===== src/mves_pkg.sv =====
package mves_pkg;

  typedef struct packed {
    logic [2:0] command;
    logic [3:0] channel;
    logic [7:0] key;
    logic [7:0] data_byte;
    logic [9:0] table_address;
  } in_item_t;

  typedef struct packed {
    logic [7:0] midi_byte;
    logic       last;
  } out_item_t;

  // Input command codes
  localparam logic [2:0] CMD_NOTE_ON     = 3'd0;
  localparam logic [2:0] CMD_NOTE_OFF    = 3'd1;
  localparam logic [2:0] CMD_CONTROLLER  = 3'd2;
  localparam logic [2:0] CMD_PITCH_BEND  = 3'd3;
  localparam logic [2:0] CMD_SET_MASTER  = 3'd4;
  localparam logic [2:0] CMD_TABLE_WRITE = 3'd5;

  // Classified operation passed from front to back
  typedef enum logic [3:0] {
    OP_NOTE_ON, OP_NOTE_OFF, OP_VOLUME, OP_PAN, OP_SUSTAIN, OP_ALL_OFF,
    OP_BEND, OP_MASTER, OP_WR_DRUM, OP_WR_CURVE, OP_WR_XPOSE, OP_WR_OFFSET,
    OP_WR_ROW, OP_WR_DISABLE
  } op_kind_t;

  typedef struct packed {
    op_kind_t   kind;
    logic [3:0] chan;
    logic [7:0] key;
    logic [7:0] data;
    logic [9:0] idx;
  } op_t;

  typedef enum logic [3:0] {
    ST_IDLE, ST_EXEC, ST_DRUM, ST_FOLD, ST_NOTE, ST_CURVE, ST_MSEL,
    ST_VMUL, ST_VDIV, ST_VFIN, ST_EMIT
  } back_state_t;

  // MIDI bytes and controller numbers
  localparam logic [7:0] STATUS_NOTE  = 8'h90;
  localparam logic [7:0] STATUS_CTRL  = 8'hb0;
  localparam logic [7:0] STATUS_BEND  = 8'he0;
  localparam logic [7:0] CC_VOLUME    = 8'h07;
  localparam logic [7:0] CC_PAN       = 8'h0a;
  localparam logic [7:0] CC_SUSTAIN   = 8'h40;
  localparam logic [7:0] CC_ALL_OFF   = 8'h7b;
  localparam logic [7:0] NO_VALUE     = 8'hff;
  localparam logic [7:0] FOLD_UP      = 8'h0c;
  localparam logic [7:0] FOLD_DOWN    = 8'hf4;
  localparam logic [7:0] MAX_DATA     = 8'h7f;
  localparam logic [3:0] DRUM_CHANNEL = 4'd9;
  localparam logic [4:0] MASTER_DIV   = 5'd15;
  localparam logic [7:0] MASTER_INIT  = 8'h0c;

endpackage


===== src/mves_front.sv =====
module mves_front #(
  parameter int CURVE_ROWS = 4
) (
  input  logic               rst,
  input  logic               in_valid,
  output logic               in_stall,
  input  mves_pkg::in_item_t in_item,
  input  logic               q_full,
  output logic               q_push,
  output mves_pkg::op_t      q_op
);
  import mves_pkg::*;

  localparam int XposeBase = 128 + CURVE_ROWS * 128;
  localparam int OffsBase  = XposeBase + 16;
  localparam int RowBase   = OffsBase + 16;
  localparam int DisBase   = RowBase + 16;
  localparam int TableEnd  = DisBase + 16;

  logic keep;
  int   addr;

  assign in_stall = q_full;
  assign addr     = int'(in_item.table_address);

  // Decode command into an operation; items that never have an effect are dropped here
  always_comb begin
    keep      = 1'b1;
    q_op.kind = OP_NOTE_ON;
    q_op.chan = in_item.channel;
    q_op.key  = in_item.key;
    q_op.data = in_item.data_byte;
    q_op.idx  = in_item.table_address;
    unique case (in_item.command)
      CMD_NOTE_ON:  q_op.kind = OP_NOTE_ON;
      CMD_NOTE_OFF: q_op.kind = OP_NOTE_OFF;
      CMD_CONTROLLER: begin
        q_op.data = in_item.data_byte & MAX_DATA;
        priority if (in_item.key == CC_VOLUME)  q_op.kind = OP_VOLUME;
        else if (in_item.key == CC_PAN)         q_op.kind = OP_PAN;
        else if (in_item.key == CC_SUSTAIN)     q_op.kind = OP_SUSTAIN;
        else if (in_item.key == CC_ALL_OFF)     q_op.kind = OP_ALL_OFF;
        else                                    keep = 1'b0;
      end
      CMD_PITCH_BEND: q_op.kind = OP_BEND;
      CMD_SET_MASTER: begin
        q_op.kind = OP_MASTER;
        keep      = (in_item.data_byte != NO_VALUE);
      end
      CMD_TABLE_WRITE: begin
        priority if (addr < 128) begin
          q_op.kind = OP_WR_DRUM;
        end else if (addr < XposeBase) begin
          q_op.kind = OP_WR_CURVE;
          q_op.idx  = 10'(addr - 128);
        end else if (addr < OffsBase) begin
          q_op.kind = OP_WR_XPOSE;
          q_op.idx  = 10'(addr - XposeBase);
        end else if (addr < RowBase) begin
          q_op.kind = OP_WR_OFFSET;
          q_op.idx  = 10'(addr - OffsBase);
        end else if (addr < DisBase) begin
          q_op.kind = OP_WR_ROW;
          q_op.idx  = 10'(addr - RowBase);
        end else if (addr < TableEnd) begin
          q_op.kind = OP_WR_DISABLE;
          q_op.idx  = 10'(addr - DisBase);
        end else begin
          keep = 1'b0;
        end
      end
      default: keep = 1'b0;
    endcase
  end

  assign q_push = in_valid && !q_full && keep && !rst;

endmodule


===== config.mk =====
export PLATFORM = sky130hd
export DESIGN_NAME = mves_front
export DESIGN_NICKNAME = d
export VERILOG_FILES = /design/src/mves_pkg.sv /design/src/mves_front.sv
export SDC_FILE = /design/constraint.sdc
export NUM_CORES = 1
export LEC_CHECK = 0
export BUFFER_PORTS_ARGS = -buffer_cell sky130_fd_sc_hd__buf_2
export CORE_ASPECT_RATIO = 0.75
export CORE_MARGIN = 10
export CORE_UTILIZATION = 41
export DETAILED_ROUTE_END_ITERATION = 12
export PLACE_DENSITY = 0.89
export SYNTH_ARGS = -nofsm -noshare
export SYNTH_HDL_FRONTEND = slang
export SYNTH_SLANG_ARGS = --single-unit
export TNS_END_PERCENT = 20

===== constraint.sdc =====
create_clock -name vclk -period 1.2
set_input_delay 0 -clock vclk [all_inputs]
set_output_delay 0 -clock vclk [all_outputs]
set_load 0.05 [all_outputs]

== After elaboration in Yosys (flattened, before gate mapping) ==
Index checks and enable logic that the tools add are counted.

* Logic and storage cells: 58
* Output and inout port bits: 36
* Bits of input ports: 36
* Register bits after elaboration: 0

* Reductions and logical operators: 7
* Magnitude comparators: 6
* Equal/unequal tests: 10
* Muxes and demuxes: 30
* Add/sub/neg operators: 5

{| class="wikitable"
|+ Operators by type and width
! kind !! count
|-
| $mux W10 || 7
|-
| $lt A10 B10 Y1 const B || 5
|-
| $sub A10 B10 Y10 const B || 4
|-
| $mux W4 || 6
|-
| $pmux W4 S5 || 1
|-
| $eq A8 B7 Y1 const B || 2
|-
| $mux W3 || 4
|-
| $lt A10 B8 Y1 const B || 1
|-
| $mux W1 || 10
|-
| $sub A10 B8 Y10 const B || 1
|-
| $eq A8 B3 Y1 const B || 1
|-
| $eq A8 B4 Y1 const B || 1
|-
| $mux W8 || 1
|-
| $ne A8 B8 Y1 const B || 1
|-
| $eq A3 B2 Y1 const B || 2
|-
| $eq A3 B3 Y1 const B || 2
|-
| $pmux W1 S4 || 1
|-
| $eq A3 B1 Y1 const B || 1
|-
| $logic_and A1 B1 Y1 || 3
|-
| $logic_not A3 Y1 || 1
|-
| $reduce_or A3 Y1 || 1
|-
| $logic_not A1 Y1 || 2
|}

== Longest topological paths before layout ==
* Depth in word-level cells: 10
* Mapped depth: 7
* Mapped depth without buffers: 7

== Worst setup path before layout ==
OpenSTA, ideal clock, no wires.

* Path kind: input to output
* Start point: input in_item[8] (netlist name)
* End point: output q_op[7] (netlist name)
* Required time: 1200 ps
* Path slack: -502 ps
* Arrival: 1702 ps
* Cell stages on the path: 5
* Path buffers: 1
* Cell sequence: buf_2 -> o21ai_1 -> a31oi_1 -> a21oi_1 -> o21ai_0

{| class="wikitable"
|+ RTL lines
! item !! line !! RTL
|-
| start: declaration || mves_front.sv:7 || <nowiki>input mves_pkg::in_item_t in_item,</nowiki>
|-
| end: declaration || mves_front.sv:10 || <nowiki>output mves_pkg::op_t q_op</nowiki>
|}

== Worst setup path after layout ==
* Start point: input in_item[18] (netlist name)
* End point: output q_push

* Cells in the longest elaborated chain, start to end: 8
* Elaborated cells between the ends (all ways): 11
* Classes of those cells: eq/ne: 4; mux: 5; reduce/logical: 2

{| class="wikitable"
|+ Ends and longest elaborated chain
! item !! line !! RTL
|-
| $eq A8 B7 Y1 || mves_front.sv:42 || <nowiki>else if (in_item.key == CC_ALL_OFF) q_op.kind = OP_ALL_OFF;</nowiki>
|-
| $mux W1 || mves_front.sv:42 ||
|-
| $mux W1 || mves_front.sv:41 || <nowiki>else if (in_item.key == CC_SUSTAIN) q_op.kind = OP_SUSTAIN;</nowiki>
|-
| $mux W1 || mves_front.sv:40 || <nowiki>else if (in_item.key == CC_PAN) q_op.kind = OP_PAN;</nowiki>
|-
| $mux W1 * || mves_front.sv:39 || <nowiki>priority if (in_item.key == CC_VOLUME) q_op.kind = OP_VOLUME;</nowiki>
|-
| $pmux W1 S4 * || mves_front.sv:34 || <nowiki>unique case (in_item.command)</nowiki>
|-
| $logic_and A1 B1 Y1 * (2 in series) || mves_front.sv:76 || <nowiki>assign q_push = in_valid && !q_full && keep && !rst;</nowiki>
|-
| end: declaration || mves_front.sv:9 || <nowiki>output logic q_push,</nowiki>
|}

Mark *: on every way between the ends. The rest lies on a longest branch, timed or not.

==> flow_metrics.py <==
metrics = {
    "global_route": {
        "gr-usage-all-layers_pct": 14.9,
        "grt_overflow": 0,
        "grt_pass1_vias": 1211,
        "antenna_found_initial": 0,
        "grt_first_pass_wirelength_mm": 5.49,
        "grt_max_degree": 9,
    },
    "yosys": {
        "synth_compound_area_share_pct": 28.6,
        "synth_adder_area_share_pct": 9.02,
        "yosys-top-cells-area": "buf_4 (22%), ha_1 (9.0%), a21oi_1 (4.8%)",
        "syn-cell-area_um2": 832,
        "yosysWarnings": 0,
        "synthMuxAreaShare_pct": 1.20,
        "synth-simple-area-share_pct": 32.3,
        "synthesis.instances": 124,
        "synth_top_family_by_area": "simple AND/OR/NAND/NOR gates",
        "synth_xor_area_share_pct": 2.11,
        "synth_top_cell_by_area": "buf_4",
        "ys_types": 41,
        "syn_nets": 166,
        "synth_top_area_share_pct": 21.7,
        "avgSynthCellArea_um2": 6.71,
        "synth.yosys.seq_area_share_pct": 0,
    },
    "floorplan": {
        "fp.dieW_um": 72.0,
        "io_pins": 72,
        "die_h_um": 59.0,
        "core_area_um2": 1960,
        "fp-row-count": 14,
        "start_util_pct": 42.4,
        "die-area_um2": 4250,
    },
    "detailed_routing": {
        "dr.pass1.iters": 4,
        "drc": 0,
        "routed_via_density": 5.55,
        "drtIter0Drc": 69,
        "wl_per_cell_um": 16.2,
        "num_vias": 1176,
        "routed_wl_mm": 3.44,
        "ant_nets": 0,
    },
    "timing": {
        "setup_ws_ns": -0.210,
        "tightest_slew_ns": 0.364,
        "setup_viol": 7,
        "maxSlewHeadroom_pct": 75.6,
        "hold_viol": 0,
        "fmax_mhz": 709,
        "slew_viol_final": 0,
        "finalCritPeriodShare_pct": 117,
        "hold_slack_ns": 0.0000193,
        "fin_tns_setup_ns": -0.687,
        "rsz0062_at_grt": "true",
        "period_needed_ns": 1.41,
    },
    "setup_path": {
        "critPathLaunch": "in_item[18]",
        "cp_max_fo": 2,
        "startpoint_type": "primary input",
        "crit_type": "in2out",
        "cp.required_ns": 1.20,
        "endpoint_kind": "output port",
        "cp.arrival_ns": 1.41,
    },
    "placed_design": {
        "gp_congestion": 0.935,
        "dp_hpwl_mm": 2.91,
        "port_buffers": 56,
        "dp_cells": 212,
    },
    "worst_hold_path": {
        "holdCritStartpoint": "in_item[1]",
        "hold_path_class": "in2out",
    },
    "cells_and_area": {
        "layout-drive-gt1-share_pct": 61.2,
        "finalNonFillerCells": 212,
        "diodes": 0,
        "mostFrequentLayoutCells": "buf_2 (45), buf_4 (37), buf_6 (9)",
        "syn2layout_area_growth_pct": 65.0,
        "regArea_um2": 0,
        "final_common_cell": "buf_2",
        "num-nets-final": 232,
        "n_clock_buffer": 0,
        "seq_cell_count": 0,
    },
    "power_and_ir_drop": {
        "power_density_nw_per_um2": 481,
        "power_mw": 0.660,
        "vdd_drop_max_v": 0.000323,
        "p_leak_nw": 0.669,
    },
    "run": {
        "cap_violations": 0,
    },
    "clock_network": {
        "postCtsSetupRepairBufs": 0,
        "cts-hold-fix-buffers": 0,
    },
    "status": {
        "violations": "negative setup slack",
        "status": "complete, but fails checks",
    },
}
==> report_power, final <==
group / total, mW / internal, mW / switching (mW)
Clock: 0 / 0 / 0
Sequential: 0 / 0 / 0
Combinational: 0.660 / 0.251 / 0.409
==> critical path, stage by stage <==
cell and delay, ns:
buf_6 0.09, or4_1 0.50, mux2i_1 0.20, nand2_1 0.08, a31oi_1 0.17, a21boi_4 0.20, buf_6 0.17
==> cells in the mapped netlist, types with 3 or more instances <==
library cell / n
a21oi_1: 8
a31oi_1: 3
buf_2: 3
buf_4: 24
ha_1: 6
inv_1: 6
nand2_1: 8
nand3b_1: 3
nand4_1: 6
nor2_1: 8
nor2b_1: 3
o211ai_1: 3
o21ai_0: 5
==> per-stage QoR <==
stage          utilization, %  setup WS, ns  area, um2
2_1_floorplan               -        -0.127        863
6_report                 70.0        -0.210       1370
4_1_cts                  68.5        -0.211       1340
3_5_place_dp             64.0        -0.339       1260
5_1_grt                  70.0        -0.253       1370
3_3_place_gp             64.0        -0.295       1260
==> final timing paths <==
| kind | slack, ns | cells past startpoint | to |
|---|---|---|---|
| worst min-delay path | 0.00002 | 0 | q_op[1] |
| worst max-delay path | -0.21 | 7 | q_push |
==> repair_timing <==
item                                    4_1_cts  5_1_grt
resized for setup                            28        9
endpoints found under the setup margin       10       10
pin swaps                                     6        1
==> logic make-up after synthesis <==
family / Yosys count
XOR/XNOR: 2
AND/OR/NAND/NOR: 46
AO/OA/AOI/OAI: 35
adder cells (fa/ha/maj): 6
buffers and inverters: 34
multiplexers: 1
==> per-layer routing <==
layer	track usage, %	up-vias	wire [um]
met4	1.10	0	14
met1	16.0	545	1370
met5	0	-	0
met2	28.3	62	1710
li1	-	567	-
met3	5.19	2	342
==> final cells by class <==
| cell class | instances | area (um2) |
|---|---|---|
| inverter | 6 | 22.5 |
| timing repair buffer | 92 | 624 |
| fill | 163 | 589 |
| tap | 24 | 30.0 |
| multi-input combinational | 90 | 696 |
Power figures use the tool's default switching activity.
