[src/mves_pkg.sv]
package mves_pkg;

  typedef struct packed {
    logic [2:0] command;
    logic [3:0] channel;
    logic [7:0] key;
    logic [7:0] data_byte;
    logic [9:0] table_address;
  } in_item_t;

  typedef struct packed {
    logic [7:0] midi_byte;
    logic       last;
  } out_item_t;

  // Input command codes
  localparam logic [2:0] CMD_NOTE_ON     = 3'd0;
  localparam logic [2:0] CMD_NOTE_OFF    = 3'd1;
  localparam logic [2:0] CMD_CONTROLLER  = 3'd2;
  localparam logic [2:0] CMD_PITCH_BEND  = 3'd3;
  localparam logic [2:0] CMD_SET_MASTER  = 3'd4;
  localparam logic [2:0] CMD_TABLE_WRITE = 3'd5;

  // Classified operation passed from front to back
  typedef enum logic [3:0] {
    OP_NOTE_ON, OP_NOTE_OFF, OP_VOLUME, OP_PAN, OP_SUSTAIN, OP_ALL_OFF,
    OP_BEND, OP_MASTER, OP_WR_DRUM, OP_WR_CURVE, OP_WR_XPOSE, OP_WR_OFFSET,
    OP_WR_ROW, OP_WR_DISABLE
  } op_kind_t;

  typedef struct packed {
    op_kind_t   kind;
    logic [3:0] chan;
    logic [7:0] key;
    logic [7:0] data;
    logic [9:0] idx;
  } op_t;

  typedef enum logic [3:0] {
    ST_IDLE, ST_EXEC, ST_DRUM, ST_FOLD, ST_NOTE, ST_CURVE, ST_MSEL,
    ST_VMUL, ST_VDIV, ST_VFIN, ST_EMIT
  } back_state_t;

  // MIDI bytes and controller numbers
  localparam logic [7:0] STATUS_NOTE  = 8'h90;
  localparam logic [7:0] STATUS_CTRL  = 8'hb0;
  localparam logic [7:0] STATUS_BEND  = 8'he0;
  localparam logic [7:0] CC_VOLUME    = 8'h07;
  localparam logic [7:0] CC_PAN       = 8'h0a;
  localparam logic [7:0] CC_SUSTAIN   = 8'h40;
  localparam logic [7:0] CC_ALL_OFF   = 8'h7b;
  localparam logic [7:0] NO_VALUE     = 8'hff;
  localparam logic [7:0] FOLD_UP      = 8'h0c;
  localparam logic [7:0] FOLD_DOWN    = 8'hf4;
  localparam logic [7:0] MAX_DATA     = 8'h7f;
  localparam logic [3:0] DRUM_CHANNEL = 4'd9;
  localparam logic [4:0] MASTER_DIV   = 5'd15;
  localparam logic [7:0] MASTER_INIT  = 8'h0c;

endpackage

[src/mves_queue.sv]
module mves_queue (
  input  logic          clk,
  input  logic          rst,
  input  logic          push,
  input  mves_pkg::op_t push_op,
  output logic          full,
  input  logic          pop,
  output logic          head_valid,
  output mves_pkg::op_t head_op
);
  import mves_pkg::*;

  op_t        entries [4];
  logic [1:0] wr_ptr;
  logic [1:0] rd_ptr;
  logic [2:0] count;

  assign full       = (count == 3'd4);
  assign head_valid = (count != 3'd0);
  assign head_op    = entries[rd_ptr];

  // Pointers and fill count
  always_ff @(posedge clk) begin
    if (rst) begin
      wr_ptr <= '0;
      rd_ptr <= '0;
      count  <= '0;
    end else begin
      if (push) wr_ptr <= wr_ptr + 2'd1;
      if (pop)  rd_ptr <= rd_ptr + 2'd1;
      count <= count + 3'(push) - 3'(pop);
    end
  end

  // Storage
  always_ff @(posedge clk) begin
    if (push) entries[wr_ptr] <= push_op;
  end

endmodule

[config.mk]
export PLATFORM = sky130hd
export DESIGN_NAME = mves_queue
export DESIGN_NICKNAME = d
export VERILOG_FILES = /design/src/mves_pkg.sv /design/src/mves_queue.sv
export SDC_FILE = /design/constraint.sdc
export NUM_CORES = 1
export LEC_CHECK = 0
export ABC_AREA = 1
export BUFFER_PORTS_ARGS = -buffer_cell sky130_fd_sc_hd__buf_2
export CAP_MARGIN = 20
export CORE_AREA = 5 5 113 115
export DETAILED_ROUTE_END_ITERATION = 6
export DIE_AREA = 0 0 118 120
export GPL_ROUTABILITY_DRIVEN = 0
export PLACE_DENSITY = 0.75
export SYNTH_ARGS = -nofsm -noshare
export SYNTH_HDL_FRONTEND = slang
export SYNTH_SLANG_ARGS = --single-unit
[constraint.sdc]
create_clock -name clk -period 1.6 [get_ports clk]
set_input_delay 0.08 -clock clk [delete_from_list [all_inputs] [get_ports clk]]
set_output_delay 0.08 -clock clk [all_outputs]
set_load 0.02 [all_outputs]
# Yosys cells after proc, flatten, opt, wreduce, memory -nomap -nowiden
# Memory sizes are Yosys's and may differ from the RTL's. A register that Yosys moved wholly into a read port is not among the register bits.
# Index checks and enable logic that the tools add are counted.
[classes]
n_addsub = 4
n_eq_ne = 1
muxes = 4
n_reduce_logical = 1
[ops]
columns = ["op", "n"]
rows = [
  ["2-bit by 1-bit adder with 2-bit output (second input constant)", 2],
  ["2-bit 2-to-1 mux", 2],
  ["3-bit by 1-bit adder with 3-bit output", 1],
  ["3-bit == test (second input constant)", 1],
  ["3-bit nonzero test", 1],
  ["3-bit by 1-bit subtractor with 3-bit output", 1],
  ["1-bit 2-to-1 mux", 2],
]
[word_totals]
regBits = 7
ram_bits = 136
in_bits = 38
out_inout_bits = 36
elab_cells = 14
mem_count = 1
[memory_table]
columns = ["memory", "words", "width", "read_ports", "rd_ports_with_merged_regs", "write_ports", "line_no", "source"]
rows = [
  ["entries", 4, 34, 1, 1, 1, "mves_queue.sv:13", "op_t entries [4];"],
]

# Logic depth before layout (Yosys ltp)
# Gate-level depths: netlist (run 1).
[logic_depth]
ltp_word = 3
depth_mapped = 9

# Least setup slack after synthesis (run 1)
# Ideal clock, no wire load.
[synth_path]
path_type = "register to register"
from = "reg wr_ptr[0]"
to = "mem entries[2][0] (netlist bit) (enable)"
setup_time_ps = 389
t_arrival_ps = 1260
required_ps = 1211
path_slack_ps = -49
stages_incl_launch_ff = 5
path_buffers = 0
period_less_slack_ps = 1649
path_cell_list = "dfxtp_1 > inv_1 > ha_1 > nand2_1 > inv_1"
[synth_rtl]
columns = ["item", "line_no", "source"]
rows = [
  ["start: declaration", "mves_queue.sv:14", "logic [1:0] wr_ptr;"],
  ["start signal: assignment", "mves_queue.sv:29", "if (push) wr_ptr <= wr_ptr + 2'd1;"],
  ["end: declaration", "mves_queue.sv:13", ""],
]
# Straight into the memory's write port.

==> metrics, run 1 <==
status=complete, but fails checks; failing checks=setup timing; Fin. Hold Viols=0; worst-margin pin slew=202 ps; leading cell type in the layout, fill and taps excluded=edfxtp_1; Reg area=4270 µm²; Yosys top cell by area=edfxtp_1; startpoint types=flop; sequential fraction of the synthesis area=72.0%; area share of the largest cell type after synthesis=68.9%; largest net degree at the start of global routing=49; ys flop type=edfxtp_1; Leakage=0.00319 µW; max_slew headroom=86.4%; largest cells by area after synthesis=edfxtp_1, o211ai_2, inv_1; maximum clock path buffer count=2; vias in the first global route=3561; average cell area after synthesis=13.1 µm²; fillers=770; clock sinks=145; num rows=40; DR vias/cell=5.12; DR pass1 iterations=4; grt peak-use layer=met2; Root Buffer=clkbuf_16; unrepaired setup endpoints after global routing=yes; Max FO, Critical Path=12; commonest non-fill, non-tap cells in the layout=edfxtp_1, inv_1, nand2_1; initial antenna violation count=0; total internal power=7130 µW; Top Ports=74; Mapped Cells=454; Die Wd=118 µm; CP arrival=1590 ps; GRT overflow=0; CP Class=reg -> out; Synth Warn #=0; min setup slack post-route=-72.4 ps; # setup viols final=13; Mapped Nets=499; Fin Clk Skew=8.50 ps; Final Slew Violations=0; drc violations=0; sw power=2370 µW; Worst-path clk slew=60 ps; share of cells above drive strength 1=31.6%; final instance area=8090 µm²; Detailed Route WL=13100 µm; PortBufs=73; Detail Route Antenna Nets=0; core region area=11700 µm²; Post-DP Area=6540 µm²; Area Growth Syn to Fin=36.5%; worst vdd ir=678 µV; post-route clock period utilization=105%; Post-DP HPWL=6650 µm; worst r2r src=count[0]; Antenna Cells=0; total track usage=16.3%; clock power share=38.1%; H-tree levels=4; Hold WC Path Type=in -> reg; asr flop ratio synth=0%; met2 Usage GRT=28.1%; multi-input logic area=1270 µm²; fraction of power spent switching nets=25.0%; CTS tree=built; Fmax=0.598 GHz; Worst Hold Launch=push; Critical Path RT=1520 ps; Worst-Skew Late Latency=410 ps; first-pass GRT wire length=18000 µm; crit end category=output port; Die ar.=14200 µm²; routing usage on met3=4.38%; met1 usage=19.2%; DRT iter0 DRCs=247; via count=3861; Avg WL per Cell=17.4 µm; Die Ht=120 µm; pre-CTS WS=-6.42 ps; Yosys cell types=18; Layout Nets=639; initial core utilization=50.6%; WHS=71.8 ps; fraction of power consumed by sequential logic=46.3%; Mapped Area=5930 µm²; P per Cell Area=1170 nW/µm²; Logic pwr share=15.6%; Post-synth EDFFs=136; register bit total from synthesis=145; Final min period=1670 ps; Num CTS Buffers=17; number of max-cap violations=0
-- worst paths after layout --
check / to / slack, ps / depth (start not counted)
max: head_op[26] / -70 / 5
min: wr_ptr[1] / 70 / 3
max reg2reg: count[2] / 70 / 9
min reg2reg: flop / 460 / 2
-- metrics by stage --
| step | setup TNS [ps] | std cells | utilization (%) | total power (µW) |
|---|---|---|---|---|
| 2_1_floorplan | 0 | 454 | - | 5120 |
| 3_3_place_gp | 0 | 665 | 55.8 | 5460 |
| 3_5_place_dp | -6.42 | 665 | 55.8 | 5500 |
| 4_1_cts | -11.1 | 736 | 63.9 | 9170 |
| 5_1_grt | -2140 | 754 | 69.1 | 9850 |
| 6_report | -322 | 754 | 69.1 | 9500 |
-- logic make-up (layout without fill, tap and decap cells) --
logic type      Yosys count  count (layout)  synth area share (%)
flops                   145             145                  72.0
compound gates          112             112                  13.1
buf+inv                 108             261                  8.09
simple gates             82              82                  5.26
fa+ha+maj                 7               7                  1.60
-- area by class of cell --
class                      count  area share [%]
inverter                      85            4.08
tap                          147            2.27
sequential                   145            52.8
clock inverter                14            1.44
clock buffer                  18            5.31
timing repair buffer         144            18.3
multi-input combinational    201            15.7
-- critical path: stages, from the launching register on --
cell       delay (ps)
dfxtp_4           380
buf_4             170
clkbuf_16         170
o21ai_0           210
nand2_1            90
buf_4             170
-- synth_stat cells (3+ instances only) --
| library cell | n |
|---|---|
| dfxtp_1 | 9 |
| edfxtp_1 | 136 |
| inv_1 | 85 |
| nand2_1 | 76 |
| buf_2 | 11 |
| buf_6 | 7 |
| clkbuf_1 | 3 |
| o21ai_1 | 4 |
| a21oi_1 | 40 |
| o211ai_2 | 26 |
| o21ai_0 | 34 |
| nor2_1 | 3 |
| ha_1 | 6 |
| o211ai_1 | 8 |
-- registers in the layout, summed over array words and instances, names as in the netlist, named ones only --
signal,count
entries,136
count,3
rd_ptr,2
wr_ptr,2
-- metal layers --
layer	part of all wire, %	vias up
li1	-	1854
met1	40	1895
met2	54	97
met3	4.7	15
met4	1.4	0
met5	0	-
-- power groups by stage --
stage	Combinational [µW]	Clock [µW]	Sequential, µW
global route	1590	3850	4410
finish	1480	3620	4400
global placement	989	0	4470
floorplan	664	0	4450
detailed placement	1020	0	4480
CTS	1120	3660	4390
-- what timing repair did --
action	in CTS	in global routing
hold endpoints to repair	142	0
cloned	0	13
setup buffers	3	5
resized for setup	3	116
hold buffers	36	0
pin swaps	0	25
setup endpoints to repair	27	33
(Power assumes the default switching activity.)
==> inputs of run 2 (changes only) <==
Settings changed: PLACE_DENSITY 0.75 to 0.87.
==> run 2 against run 1 <==
The run still ends with setup timing left. Global-route usage fell by 0.40 points. Sequential cell count is the same. Sequential share of layout area grew 0.78 points. First-iteration DRC count grew 30%. Via count increased by 1.0%. Critical path depth is 1 higher. Routed wire length decreased by 0.42%. Maximum frequency rose by 2.6%. Largest cell class unchanged.
==> metrics, run 2 (synthesis gave the netlist of run 1 again) <==
unrepaired setup endpoints after global routing=yes; # setup viols final=8 (-5); share of cells above drive strength 1=30.8% (-0.86 points); setup slack, reg-to-reg=60 ps (about the same); CTS tree=built; startpoint types=flop; vias in the first global route=3719 (+4.4%); number of max-cap violations=0 (unchanged); Final min period=1630 ps (-42.7 ps); Die Wd=118 µm (unchanged); Worst-Skew Late Latency=400 ps (about the same); WHS=72.4 ps (+0.683 ps); commonest non-fill, non-tap cells in the layout=edfxtp_1, inv_1, nand2_1; GRT overflow=0 (unchanged); largest net degree at the start of global routing=69 (+41%); Fin Clk Skew=6.11 ps (-2.40 ps); post-route clock period utilization=102% (-2.7 points); DR pass1 iterations=5 (+1); fraction of power spent switching nets=24.2% (-0.82 points); worst vdd ir=938 µV (+38%); P per Cell Area=1230 nW/µm² (+4.6%); Worst-path clk slew=60 ps (about the same); H-tree levels=4 (unchanged); failing checks=setup timing; final instance area=7970 µm² (-1.5%); drc violations=0 (unchanged); leading cell type in the layout, fill and taps excluded=edfxtp_1; min setup slack post-route=-29.7 ps (+42.7 ps); Fmax=0.614 GHz (+2.6%); Post-DP HPWL=6570 µm (-1.2%); Logic pwr share=14.4% (-1.2 points); CP Class=reg -> out; max reg flops=136 (unchanged); crit end category=output port; CP arrival=1550 ps (-40 ps); total track usage=15.9% (-0.40 points); first-pass GRT wire length=17800 µm (-0.85%); fraction of power consumed by sequential logic=45.0% (-1.3 points); Detailed Route WL=13000 µm (-0.42%); Fin. Hold Viols=0 (unchanged); DRT iter0 DRCs=322 (+30%); num rows=40 (unchanged); clock sinks=145 (unchanged); clock power share=40.6% (+2.5 points); Layout Nets=630 (-1.4%); Num CTS Buffers=17 (unchanged); DR vias/cell=5.23 (+2.2%); initial core utilization=50.6% (unchanged); Design Power=9780 µW (+3.0%); Max FO, Critical Path=8 (-4); worst-margin pin slew=294 ps (+91.4 ps); core region area=11700 µm² (unchanged); Die ar.=14200 µm² (unchanged); sw power=2360 µW (-0.38%); total internal power=7420 µW (+4.1%); Final Slew Violations=0 (unchanged); largest registers=entries (136), count (3); Die Ht=120 µm (unchanged); Leakage=0.00314 µW (-1.6%); max_slew headroom=80.4% (-6.0 points); Detail Route Antenna Nets=0 (unchanged); placed instance count=663 (-0.30%); initial antenna violation count=0 (unchanged); PortBufs=73 (unchanged); Post-DP Area=6470 µm² (-1.0%); final cell count without fillers=745 (-1.2%); Antenna Cells=0 (unchanged); via count=3900 (+1.0%); most flop-heavy register=entries; Root Buffer=clkbuf_16; Area Growth Syn to Fin=34.4%; Hold WC Path Type=in -> reg; Top Ports=74 (unchanged); status=complete, but fails checks; maximum clock path buffer count=2 (unchanged); Critical Path RT=1520 ps (about the same); Avg WL per Cell=17.5 µm (+0.78%)
[run 2: cell types whose count changed in the layout (fill, tap and decap cells not counted), moves of 3 or more]
cell       change
clkinv_1       -3
buf_6          -4
clkbuf_16      -3
buf_12         -6
a21oi_1        -3
buf_4          +4
a21oi_2        +3
nand2_1        +4
nand2_2        -4
[run 2: worst max-delay path: stages (launching register included)]
cell and delay (ps):
dfxtp_4 370, buf_4 160, clkbuf_16 160, nand2_1 110, o211ai_4 90, nand2_1 110
buf_6 140
[run 2: cell type report]
| cell class | count | area, µm² |
|---|---|---|
| Sequential cell | 145 | 4270 |
| Timing Repair Buffer | 135 | 1290 |
| Fill cell | 759 | 3750 |
| Tap cell | 147 | 184 |
| Clock buffer | 18 | 429 |
| Inverter | 85 | 330 |
| Multi-Input combinational cell | 201 | 1270 |
| Clock inverter | 14 | 181 |
[run 2: per-layer routing]
layer	global-route usage, %	vias to the layer above	share of wire (%)	wire length (µm)
met5	0	-	0	0
met4	4.87	0	1.3	174
met3	4.95	14	5.1	659
met2	28.3	143	55	7110
met1	18.3	1920	39	5090
li1	-	1823	-	-
[run 2: per-stage QoR]
stage	utilization (%)	setup WS, ps	TNS [ps]
floorplan	-	21.1	0
global placement	55.3	67.8	0
detailed placement	55.3	12.7	0
CTS	63.5	-78.7	-569
global route	68.0	-97.7	-1730
finish	68.0	-29.7	-108
[run 2: path summary, 6_finish.rpt]
| kind | from | cells past startpoint | endpoint |
|---|---|---|---|
| setup / recovery | flop | 6 | head_op[28] |
| hold / removal | push | 3 | wr_ptr[1] |
| setup reg to reg | count[0] | 7 | count[1] |
| hold reg to reg | rd_ptr[1] | 2 | flop |
[run 2: power groups by stage]
stage                     combinational [µW]  clock, µW  sequential [µW]
final                                   1410       3970             4400
after global routing                    1530       4250             4410
after CTS                               1080       4050             4390
after global placement                   966          0             4460
after detailed placement                1010          0             4470
after floorplan                          664          0             4450
[run 2: timing repair]
item | in CTS | in global routing
hold buffers | 36 | 0
endpoints found under the setup margin | 17 | 35
endpoints found under the hold margin | 142 | 0
pin swaps | 0 | 27
buffers inserted | 0 | 3
resized for setup | 0 | 114
cloned | 0 | 11
